[src/sv/sts_pkg.sv]
// Shared types and constants for the sorted-table binary search block.
package sts_pkg;

  localparam int STS_TABLE_DEPTH = 1024;
  localparam int KEY_W           = 32;
  localparam int IDX_FIELD_W     = 10;
  localparam int LEN_FIELD_W     = 11;

  typedef enum logic {
    CMD_WRITE  = 1'b0,
    CMD_SEARCH = 1'b1
  } cmd_kind_t;

  typedef struct packed {
    cmd_kind_t               kind;
    logic [IDX_FIELD_W-1:0]  index;
    logic signed [KEY_W-1:0] key;
  } cmd_t;

endpackage

[src/sv/sts_front.sv]
// Front end: accepts input beats, drops out-of-range writes, queues commands.
module sts_front import sts_pkg::*; #(
  parameter int TABLE_DEPTH = STS_TABLE_DEPTH
) (
  input  logic                    clk,
  input  logic                    rst,
  input  logic                    in_valid,
  output logic                    in_ready,
  input  logic                    operation,
  input  logic [IDX_FIELD_W-1:0]  entry_index,
  input  logic signed [KEY_W-1:0] key_value,
  output logic                    q_valid,
  output cmd_t                    q_cmd,
  input  logic                    q_pop
);

  localparam int QUEUE_DEPTH = 2;

  cmd_t        slots [QUEUE_DEPTH];
  logic        wr_ptr;
  logic        rd_ptr;
  logic [1:0]  count;
  logic        keep;
  logic        push;
  cmd_t        cmd_in;

  always_comb begin
    cmd_in.kind  = cmd_kind_t'(operation);
    cmd_in.index = entry_index;
    cmd_in.key   = key_value;
    // A write past the end of the table has no effect: drop it here.
    keep = (cmd_in.kind == CMD_SEARCH) || (32'(entry_index) < 32'(TABLE_DEPTH));
  end

  assign in_ready = (count != 2'(QUEUE_DEPTH));
  assign push     = in_valid && in_ready && keep;
  assign q_valid  = (count != 2'd0);
  assign q_cmd    = slots[rd_ptr];

  always_ff @(posedge clk) begin
    if (push) begin
      slots[wr_ptr] <= cmd_in;
    end
  end

  always_ff @(posedge clk) begin
    if (rst) begin
      wr_ptr <= 1'b0;
      rd_ptr <= 1'b0;
      count  <= 2'd0;
    end else begin
      if (push) begin
        wr_ptr <= ~wr_ptr;
      end
      if (q_pop) begin
        rd_ptr <= ~rd_ptr;
      end
      case ({push, q_pop})
        2'b10:   count <= count + 2'd1;
        2'b01:   count <= count - 2'd1;
        default: count <= count;
      endcase
    end
  end

endmodule

[config.mk]
export PLATFORM = sky130hd
export DESIGN_NAME = sts_front
export DESIGN_NICKNAME = d
export VERILOG_FILES = /design/src/sv/sts_pkg.sv /design/src/sv/sts_front.sv
export SDC_FILE = /design/constraint.sdc
export NUM_CORES = 1
export LEC_CHECK = 0
export BUFFER_PORTS_ARGS = -buffer_cell sky130_fd_sc_hd__buf_2
export CORE_MARGIN = 2
export CORE_UTILIZATION = 40
export DETAILED_ROUTE_END_ITERATION = 10
export HOLD_SLACK_MARGIN = 0.08
export PLACE_DENSITY = 0.7
export SETUP_SLACK_MARGIN = 0.05
export SYNTH_ARGS = -nofsm -noshare
export SYNTH_HDL_FRONTEND = slang
export SYNTH_SLANG_ARGS = --single-unit
[constraint.sdc]
create_clock -name clk -period 2.3 [get_ports clk]
set_input_delay 0.115 -clock clk [delete_from_list [all_inputs] [get_ports clk]]
set_output_delay 0.115 -clock clk [all_outputs]
set_load 0.05 [all_outputs]
Word level (Yosys, flattened, before mapping):

Memories as Yosys holds them, arrays and structs flattened. A register that Yosys moved wholly into a read port is not among the register bits.
Cells that the tools add are included.

* input bits: 47
* memories: 1
* flip-flop bits (word level): 4
* bits in writable memories: 86
* output and inout port bits: 45
* word-level logic and storage cells: 19

* $add $sub $neg: 2
* bitwise gates (word level): 2
* multiplexer cells: 5
* equal/unequal tests: 3
* reductions and logical operators: 3

Memory list
* slots: depth 2, width 43, read ports 1, clocked after memory_dff 1, write ports 1, RTL line sts_front.sv:19 `cmd_t slots [QUEUE_DEPTH];`

Operators by type and width (number)
* $mux 1: 4
* $pmux 2 s2: 1
* $reduce_bool 2->1: 2
* $add 2x1->2 const B: 1
* $eq 2x1->1 const B: 1
* $eq 2x2->1 const B: 1
* $ne 2x2->1 const B: 1
* $not 1->1: 2
* $sub 2x1->2 const B: 1
* $logic_and 1x1->1: 1

Logic depth before layout (Yosys ltp):

Gate-level depths: netlist of run 1.

* depth in word-level cells: 4
* gate-level depth with buffers: 6
* gate-level depth less buffers: 6

Least setup slack after synthesis of run 1:

No wires, ideal clock.

* path kind: register to register
* start: register count[0]
* end: memory slots[1][0] (netlist name) (enable)
* buffers on the path: 0
* library setup time: 0.405 ns
* arrival: 2.056 ns
* stages on the path, launching flop included: 3
* required time: 1.895 ns
* clock period less this slack: 2.460 ns
* path slack: -0.160 ns
* cells stage by stage: dfxtp_1 nand2b_1 and3_1

* word-level cells in the longest chain between the ends: 4

Ends and longest elaborated chain
* start, declared: RTL line sts_front.sv:22 `logic [1:0] count;`
* start signal, assigned: RTL line sts_front.sv:59 `2'b10: count <= count + 2'd1;`
* start signal, assigned: RTL line sts_front.sv:60 `2'b01: count <= count - 2'd1;`
* start signal, assigned: RTL line sts_front.sv:61 `default: count <= count;`
* $ne 2x2->1: RTL line sts_front.sv:35 `assign in_ready = (count != 2'(QUEUE_DEPTH));`
* via in_ready: RTL line sts_front.sv:8 `output logic in_ready,`
* $logic_and 1x1->1: RTL line sts_front.sv:36 `assign push = in_valid && in_ready && keep;`
* $mux 1: RTL line sts_front.sv:41 `if (push) begin`
* $mux 1 (implied by the code): RTL line sts_front.sv:42 `slots[wr_ptr] <= cmd_in;`
* end, declared: RTL line sts_front.sv:19

The timed path passes the listed nets, and every way through them passes these cells.

==> qor.txt, run 1 <==
Ys Warns -> 0
CP max stage delay -> 0.58 ns
Endpoints failing setup -> 0
Hold_sp -> in_valid
Synth top area cells -> edfxtp_1 (78%), mux2_2 (15%), dfxtp_1 (3.0%)
Tmin final -> 1.89 ns
Die ar. -> 0.00901 mm²
Register bit total from synthesis -> 91
Area of the core -> 0.00813 mm²
Layer with the highest usage -> met2
M2 GR Usage -> 0.226
Peak VDD IR -> 446 µV
Area Growth Syn to Fin -> 38.7%
Reg2reg setup slack -> 0.60 ns
Post-synth ARST share -> 0
Post-synth top area share -> 0.781
Cells after synthesis -> 157
Multi-input gate area -> 597 µm²
CTS tree -> yes
Count of cell types in the netlist -> 18
Buffers on Ports -> 91
Max Cap Viol -> 0
Hpwl dp -> 3.60 mm
Die Ht -> 94.9 µm
Register area -> 0.00268 mm²
M3 GR Usage -> 0.0535
P_leak -> 0.00173 µW
Drt total wl -> 5.74 mm
Drt wl/cell -> 13.9 µm
DR iter-0 viols -> 63
Most common cell in the netlist -> edfxtp_1
Worst EP required -> 2.18 ns
F_max -> 530 MHz
Commonest cells post-synth -> edfxtp_1 (86), mux2_2 (43), buf_2 (5), dfxtp_1 (5), nor2_1 (3)
Post-Syn Area -> 0.00331 mm²
Global-route track usage on met1 -> 0.147
Worst setup SP type -> register
Dominant synthesized flop cell -> edfxtp_1
DP Area -> 0.00394 mm²
Worst R2R Path Depth -> 4
Vias in the first global route -> 1883
Clock Sinks -> 91
Post-cts resize count -> 0
Setup TNS -> 0 ns
Synth area leader -> edfxtp_1
Slew HR -> 0.731
FF-to-FF Start -> count[0]$_SDFFE_PP0P_
Crit share post-route -> 0.821
Sequential area share after synthesis -> 0.811
DRT Pass-1 Iters -> 4
Power per Cell Area -> 870 mW/mm²
Nets -> 351
Hold Path Class -> input port to register
Hold EP -> count[0]$_SDFFE_PP0P_
RSZ-0062 raised after global routing -> no
Setup bufs post-CTS -> 0
TritonCTS Buffers -> 9
DR vias -> 1838
Worst EP arrival -> 1.77 ns
Diodes inserted -> 0
Die Wd -> 94.9 µm
CTS H-Tree Depth -> 3
Hold-critical path depth -> 5
All-Layer GR Usage -> 0.133
Skew-Pair Late Insertion Delay -> 0.35 ns
CP Class -> register to output port
Synthesized area per cell -> 21.1 µm²
Placer Congestion -> 0.651
Outcome -> complete, no violations
Number of synthesized flops with an enable pin -> 86
Row count -> 33
DR vias/cell -> 4.45
Overflow after GRT -> 0
Root Buffer -> clkbuf_8
Max Slew Vio Count -> 0
Antenna-violating nets left -> 0
Crit-path cells -> buf_12 -> mux2_2 -> buf_2
Final instance area -> 0.00459 mm²
Filler cells -> 659
Share of cells above drive strength 1 -> 0.510
Final Hold Viols -> 0
Clock Path Buffers -> 2
Net Count, Synth -> 205
CP max stage cell -> dfxtp_2
Crit end category -> output port
Cell family with most CP delay -> flip-flops
Clock slew at reported path FFs -> 0.08 ns
Initial antenna violation count -> 0
WP buf/inv -> 2
Reg-to-Reg End -> slots[0][26]$_DFFE_PP_
Clock skew -> 0.00751 ns
Hold buffers post-CTS -> 46
Worst slew pin tran -> 0.403 ns
Final Core Density -> 0.564
Drt drc -> 0
Crit-path max FO -> 29
Top Ports -> 92
First-pass GRT wire length -> 8.64 mm
Largest net degree at the start of global routing -> 30
Initial Utilization -> 0.407
-- cell families (layout without fill, tap and decap cells) --
kind of cell / Yosys count / after routing / synth area share
flip-flops: 91 / 91 / 0.811
multiplexers: 43 / 43 / 0.146
AND/OR/NAND/NOR: 9 / 9 / 0.0144
buffers and inverters: 6 / 157 / 0.00870
AO/OA/AOI/OAI: 4 / 4 / 0.00757
XOR/XNOR: 3 / 3 / 0.00795
adder cells (fa/ha/maj): 1 / 1 / 0.00378
-- where the power goes --
part / total, µW / switching, µW / internal, µW
sequential: 2030 / 46.5 / 1980
clock: 1030 / 530 / 498
combinational: 932 / 629 / 304
-- worst register-to-register path, delay by kind of cell, from the launching register on --
kind	cells	cell delay (ns)
buffers and inverters	2	0.70
AND/OR/NAND/NOR	2	0.40
flip-flops	1	0.35
-- layer usage --
metal / vias to the layer above / routed length [µm]
met5: - / 0
met4: 0 / 34
met3: 4 / 354
met2: 58 / 2910
met1: 871 / 2450
li1: 905 / -
-- cell usage in the layout, fill, tap and decap left out, drive strengths merged --
cell type	count
buf	94
edfxtp	86
dlygate4sd3	46
mux2	43
clkbuf	9
dfxtp	5
clkinv	5
nor2	3
clkinvlp	2
xnor2	2
a21oi	2
nand2b	1
or2	1
nand2	1
and3	1
nand3b	1
xor2	1
a21bo	1
o21ai	1
or3	1
ha	1
bufinv	1
-- stage by stage --
stage / cells / setup WS (ns) / hold WS (ns) / total power, µW
floorplan: 157 / 0.222 / 0.184 / 2720
global placement: 351 / 0.637 / 0.305 / 2930
detailed placement: 351 / 0.574 / 0.307 / 2950
CTS: 413 / 0.360 / 0.282 / 4040
global route: 413 / 0.311 / 0.341 / 4160
finish: 413 / 0.413 / 0.292 / 3990
-- flip-flops by register name (all words and copies together), names as in the netlist, named ones only --
signal / cells
slots: 86
count: 2
rd_ptr: 1
wr_ptr: 1
-- layout make-up --
type,instances,share of cell area
Inverter,1,0.00164
Clock buffer,9,0.0270
Multi-Input combinational cell,60,0.130
Sequential cell,91,0.585
Timing Repair Buffer,140,0.213
Clock inverter,7,0.0150
Tap cell,105,0.0286
-- worst max-delay path by stage --
| stage | start | endpoint | cells after the start |
|---|---|---|---|
| 6_report | register | q_cmd[7] | 3 |
| 5_1_grt | register | q_cmd[27] | 3 |
| 4_1_cts | register | q_cmd[32] | 3 |
| 3_5_place_dp | count[0]$_SDFFE_PP0P_ | slots[0][31]$_DFFE_PP_ | 4 |
| 3_3_place_gp | count[0]$_SDFFE_PP0P_ | slots[0][27]$_DFFE_PP_ | 4 |
| 2_1_floorplan | count[0]$_SDFFE_PP0P_ | slots[0][0]$_DFFE_PP_ | 3 |
Note: power is estimated with default switching activity, not from simulation.
==> inputs of run 2 (changes only) <==
--- a/config.mk
+++ b/config.mk
@@ -5,12 +5,13 @@
 export SDC_FILE = /design/constraint.sdc
 export NUM_CORES = 1
 export LEC_CHECK = 0
+export ABC_AREA = 1
 export BUFFER_PORTS_ARGS = -buffer_cell sky130_fd_sc_hd__buf_2
 export CORE_MARGIN = 2
 export CORE_UTILIZATION = 40
 export DETAILED_ROUTE_END_ITERATION = 10
 export HOLD_SLACK_MARGIN = 0.08
-export PLACE_DENSITY = 0.7
+export PLACE_DENSITY = 0.69
 export SETUP_SLACK_MARGIN = 0.05
 export SYNTH_ARGS = -nofsm -noshare
 export SYNTH_HDL_FRONTEND = slang
==> constraint.sdc (replaced) <==
create_clock -name clk -period 1.75 [get_ports clk]
set_input_delay 0.0875 -clock clk [delete_from_list [all_inputs] [get_ports clk]]
set_output_delay 0.0875 -clock clk [all_outputs]
set_load 0.05 [all_outputs]
==> run 2 against run 1 <==
Global-route usage fell by 0.18 points. Non-clock buffer count rose by 4. Largest power group unchanged. Cell count rose by 4.1%. Clock power rose by 46%. Die area rose by 6.7%. Synthesized area rose by 7.0%. Via count rose by 5.3%. Cell area rose by 5.8%. Core utilization fell by 0.21 points.
==> qor.txt, run 2 <==
Routed wl met3 -> 297 µm (-16%)
DR iter-0 viols -> 73 (+16%)
Cell family with most CP delay -> buffers and inverters
Highest Signal Layer -> met4
Final Core Density -> 0.562 (-0.00206)
Hold_sp -> key_value[31]
Endpoints failing setup -> 0 (unchanged)
Worst EP required -> 1.66 ns (-0.52 ns)
Sequential area share after synthesis -> 0.758 (-0.0533)
Setup TNS -> 0 ns (unchanged)
Fin cells -> 430 (+4.1%)
Worst slew pin tran -> 0.336 ns (-0.0672 ns)
TritonCTS Buffers -> 9 (unchanged)
Hold EP -> slots[0][31]$_DFFE_PP_
Diodes inserted -> 0 (unchanged)
Share of cells above drive strength 1 -> 0.506 (-0.00353)
Commonest cells post-synth -> edfxtp_1 (86), mux2_4 (40), nor2_1 (9)
Worst R2R Path Depth -> 8 (+4)
Clock Sinks -> 91 (unchanged)
Nets -> 365 (+4.0%)
Most common cell after layout, fill and taps aside -> buf_2
Worst EP arrival -> 1.53 ns (-0.24 ns)
Worst setup SP type -> register
Max FFs per register -> 86 (unchanged)
Synth area leader -> edfxtp_1
CP Class -> register to output port
CP max stage delay -> 0.38 ns (-0.20 ns)
Crit end category -> output port
P_leak -> 0.00194 µW (+12%)
Outcome -> complete, no violations
F_max -> 617 MHz
CTS H-Tree Depth -> 3 (unchanged)
Cells after synthesis -> 167 (+6.4%)
Reg-to-Reg End -> count[1]$_SDFFE_PP0P_
Number of synthesized flops with an enable pin -> 86 (unchanged)
Count of cell types in the netlist -> 17 (-1)
Most flops, register -> slots
Die ar. -> 0.00962 mm² (+6.7%)
Die Ht -> 98.1 µm (+3.3%)
Post-synth top area share -> 0.730 (-0.0513)
Power per Cell Area -> 1110 mW/mm² (+27%)
DR vias -> 1935 (+5.3%)
Post-Syn Area -> 0.00354 mm² (+7.0%)
Skew-Pair Late Insertion Delay -> 0.35 ns (about the same)
CP max stage cell -> dfxtp_2
DR vias/cell -> 4.50 (+1.1%)
Area Growth Syn to Fin -> 37.1%
Dominant synthesized flop cell -> edfxtp_1
Crit-path max FO -> 22 (-24%)
Crit share post-route -> 0.927
Root Buffer -> clkbuf_8
Drt total wl -> 6.37 mm (+11%)
Top Ports -> 92 (unchanged)
Hpwl dp -> 3.84 mm (+6.6%)
DRT Pass-1 Iters -> 4 (unchanged)
Initial Utilization -> 0.410 (+0.00333)
Synthesized area per cell -> 21.2 µm² (+0.63%)
Largest net degree at the start of global routing -> 44 (+47%)
Register bit total from synthesis -> 91 (unchanged)
Max Cap Viol -> 0 (unchanged)
Clock Path Buffers -> 2 (unchanged)
Commonest non-fill, non-tap cells in the layout -> buf_2 (91), edfxtp_1 (86), dlygate4sd3_1 (47), mux2_4 (40), clkbuf_8 (9)
Buffers on Ports -> 91 (unchanged)
Post-synth ARST share -> 0 (unchanged)
Drt drc -> 0 (unchanged)
Met2 wire length -> 3.39 mm (+16%)
Hold-critical path depth -> 2 (-3)
Most common cell in the netlist -> edfxtp_1
Drt wl/cell -> 14.8 µm (+6.5%)
Crit-path cells -> buf_12 -> mux2_2 -> buf_2
Slew HR -> 0.776 (+0.0454)
Synth top area cells -> edfxtp_1 (73%), mux2_4 (17%), dfxtp_1 (2.8%)
Antenna-violating nets left -> 0 (unchanged)
WP buf/inv -> 2 (unchanged)
Row count -> 34 (+3.0%)
First-pass GRT wire length -> 9.58 mm (+11%)
Reg2reg setup slack -> 0.41 ns (-0.19 ns)
RSZ-0062 raised after global routing -> no
Die Wd -> 98.1 µm (+3.3%)
Clock slew at reported path FFs -> 0.09 ns (about the same)
Initial antenna violation count -> 0 (unchanged)
Top Registers -> slots: 86 flops, count: 2 flops
FF-to-FF Start -> count[1]$_SDFFE_PP0P_
Clock skew -> 0.00656 ns (-0.000948 ns)
Tmin final -> 1.62 ns
Filler cells -> 709 (+7.6%)
CTS tree -> yes
All-Layer GR Usage -> 0.131 (-0.00177)
Hold Path Class -> input port to register
Net Count, Synth -> 215 (+4.9%)
Max Slew Vio Count -> 0 (unchanged)
Placer Congestion -> 0.691 (+6.2%)
Peak VDD IR -> 517 µV (+16%)
Area of the core -> 0.00864 mm² (+6.2%)
M1 WL -> 2.58 mm (+5.4%)
Vias in the first global route -> 2020 (+7.3%)
Ys Warns -> 0 (unchanged)
DP Cell Count -> 366 (+4.3%)
Overflow after GRT -> 0 (unchanged)
Final Hold Viols -> 0 (unchanged)
Setup bufs post-CTS -> 0 (unchanged)
## run 2: changes by cell type after synthesis, sizes merged
cell / previous run / this run
o21ai: 1 / 2
and3: 1 / 0
xor2: 1 / 0
inv: 1 / 5
xnor2: 2 / 1
nor2: 3 / 9
nand4: 0 / 1
nand2b: 1 / 0
nand3b: 1 / 0
nand2: 1 / 6
or3: 1 / 0
a21bo: 1 / 0
## run 2: what timing repair did
action	in CTS	in global routing
gates resized for setup	0	0
gates cloned	0	1
hold endpoints to repair	91	0
pin swaps	0	0
hold buffers	47	0
setup endpoints to repair	2	3
## run 2: metal layers
metal / vias to the layer above / global-route usage
met1: 935 / 0.142
met4: 0 / 0.0545
met3: 10 / 0.0336
met2: 55 / 0.241
met5: - / 0
li1: 935 / -
## run 2: metrics by stage
stage          worst slack, ns  area [µm²]  hold slack, ns  power, µW
6_report                 0.128        4850           0.457       5370
5_1_grt                 0.0610        4850           0.435       5590
4_1_cts                 0.0428        4830           0.437       5410
3_5_place_dp             0.419        4140           0.279       3820
3_3_place_gp             0.436        4140           0.276       3800
2_1_floorplan           0.0763        3580           0.160       3590
## run 2: worst max-delay path by stage
stage | endpoint | cells past startpoint
2_1_floorplan | slots[0][0]$_DFFE_PP_ | 4
3_3_place_gp | q_cmd[37] | 3
3_5_place_dp | slots[1][24]$_DFFE_PP_ | 5
4_1_cts | q_cmd[37] | 3
5_1_grt | q_cmd[37] | 3
6_report | q_cmd[37] | 3
## run 2: cell type report
cell class                 instances  area (µm²)  share of cell area
sequential                        91        2690               0.553
timing repair buffer             144        1010               0.209
multi-input combinational         66         783               0.161
tap                              108         135              0.0278
clock buffer                      10         128              0.0263
clock inverter                     6        90.1              0.0186
inverter                           5        18.8             0.00387
## run 2: power breakdown
group | leakage (µW) | internal [µW] | switching (µW) | total [µW]
clock network | 0.000106 | 807 | 696 | 1500
registers | 0.000845 | 2570 | 53.3 | 2630
logic | 0.000989 | 451 | 787 | 1240
total | 0.00194 | 3830 | 1540 | 5370
## run 2: cell families (layout without fill, tap and decap cells)
| logic type | Yosys count | in the layout | share of synthesized area |
|---|---|---|---|
| flops | 91 | 91 | 0.758 |
| mux | 43 | 43 | 0.179 |
| simple gates | 17 | 17 | 0.0202 |
| buf+inv | 10 | 165 | 0.0311 |
| compound gates | 4 | 4 | 0.00566 |
| fa+ha+maj | 1 | 1 | 0.00353 |
| xor+xnor | 1 | 1 | 0.00247 |
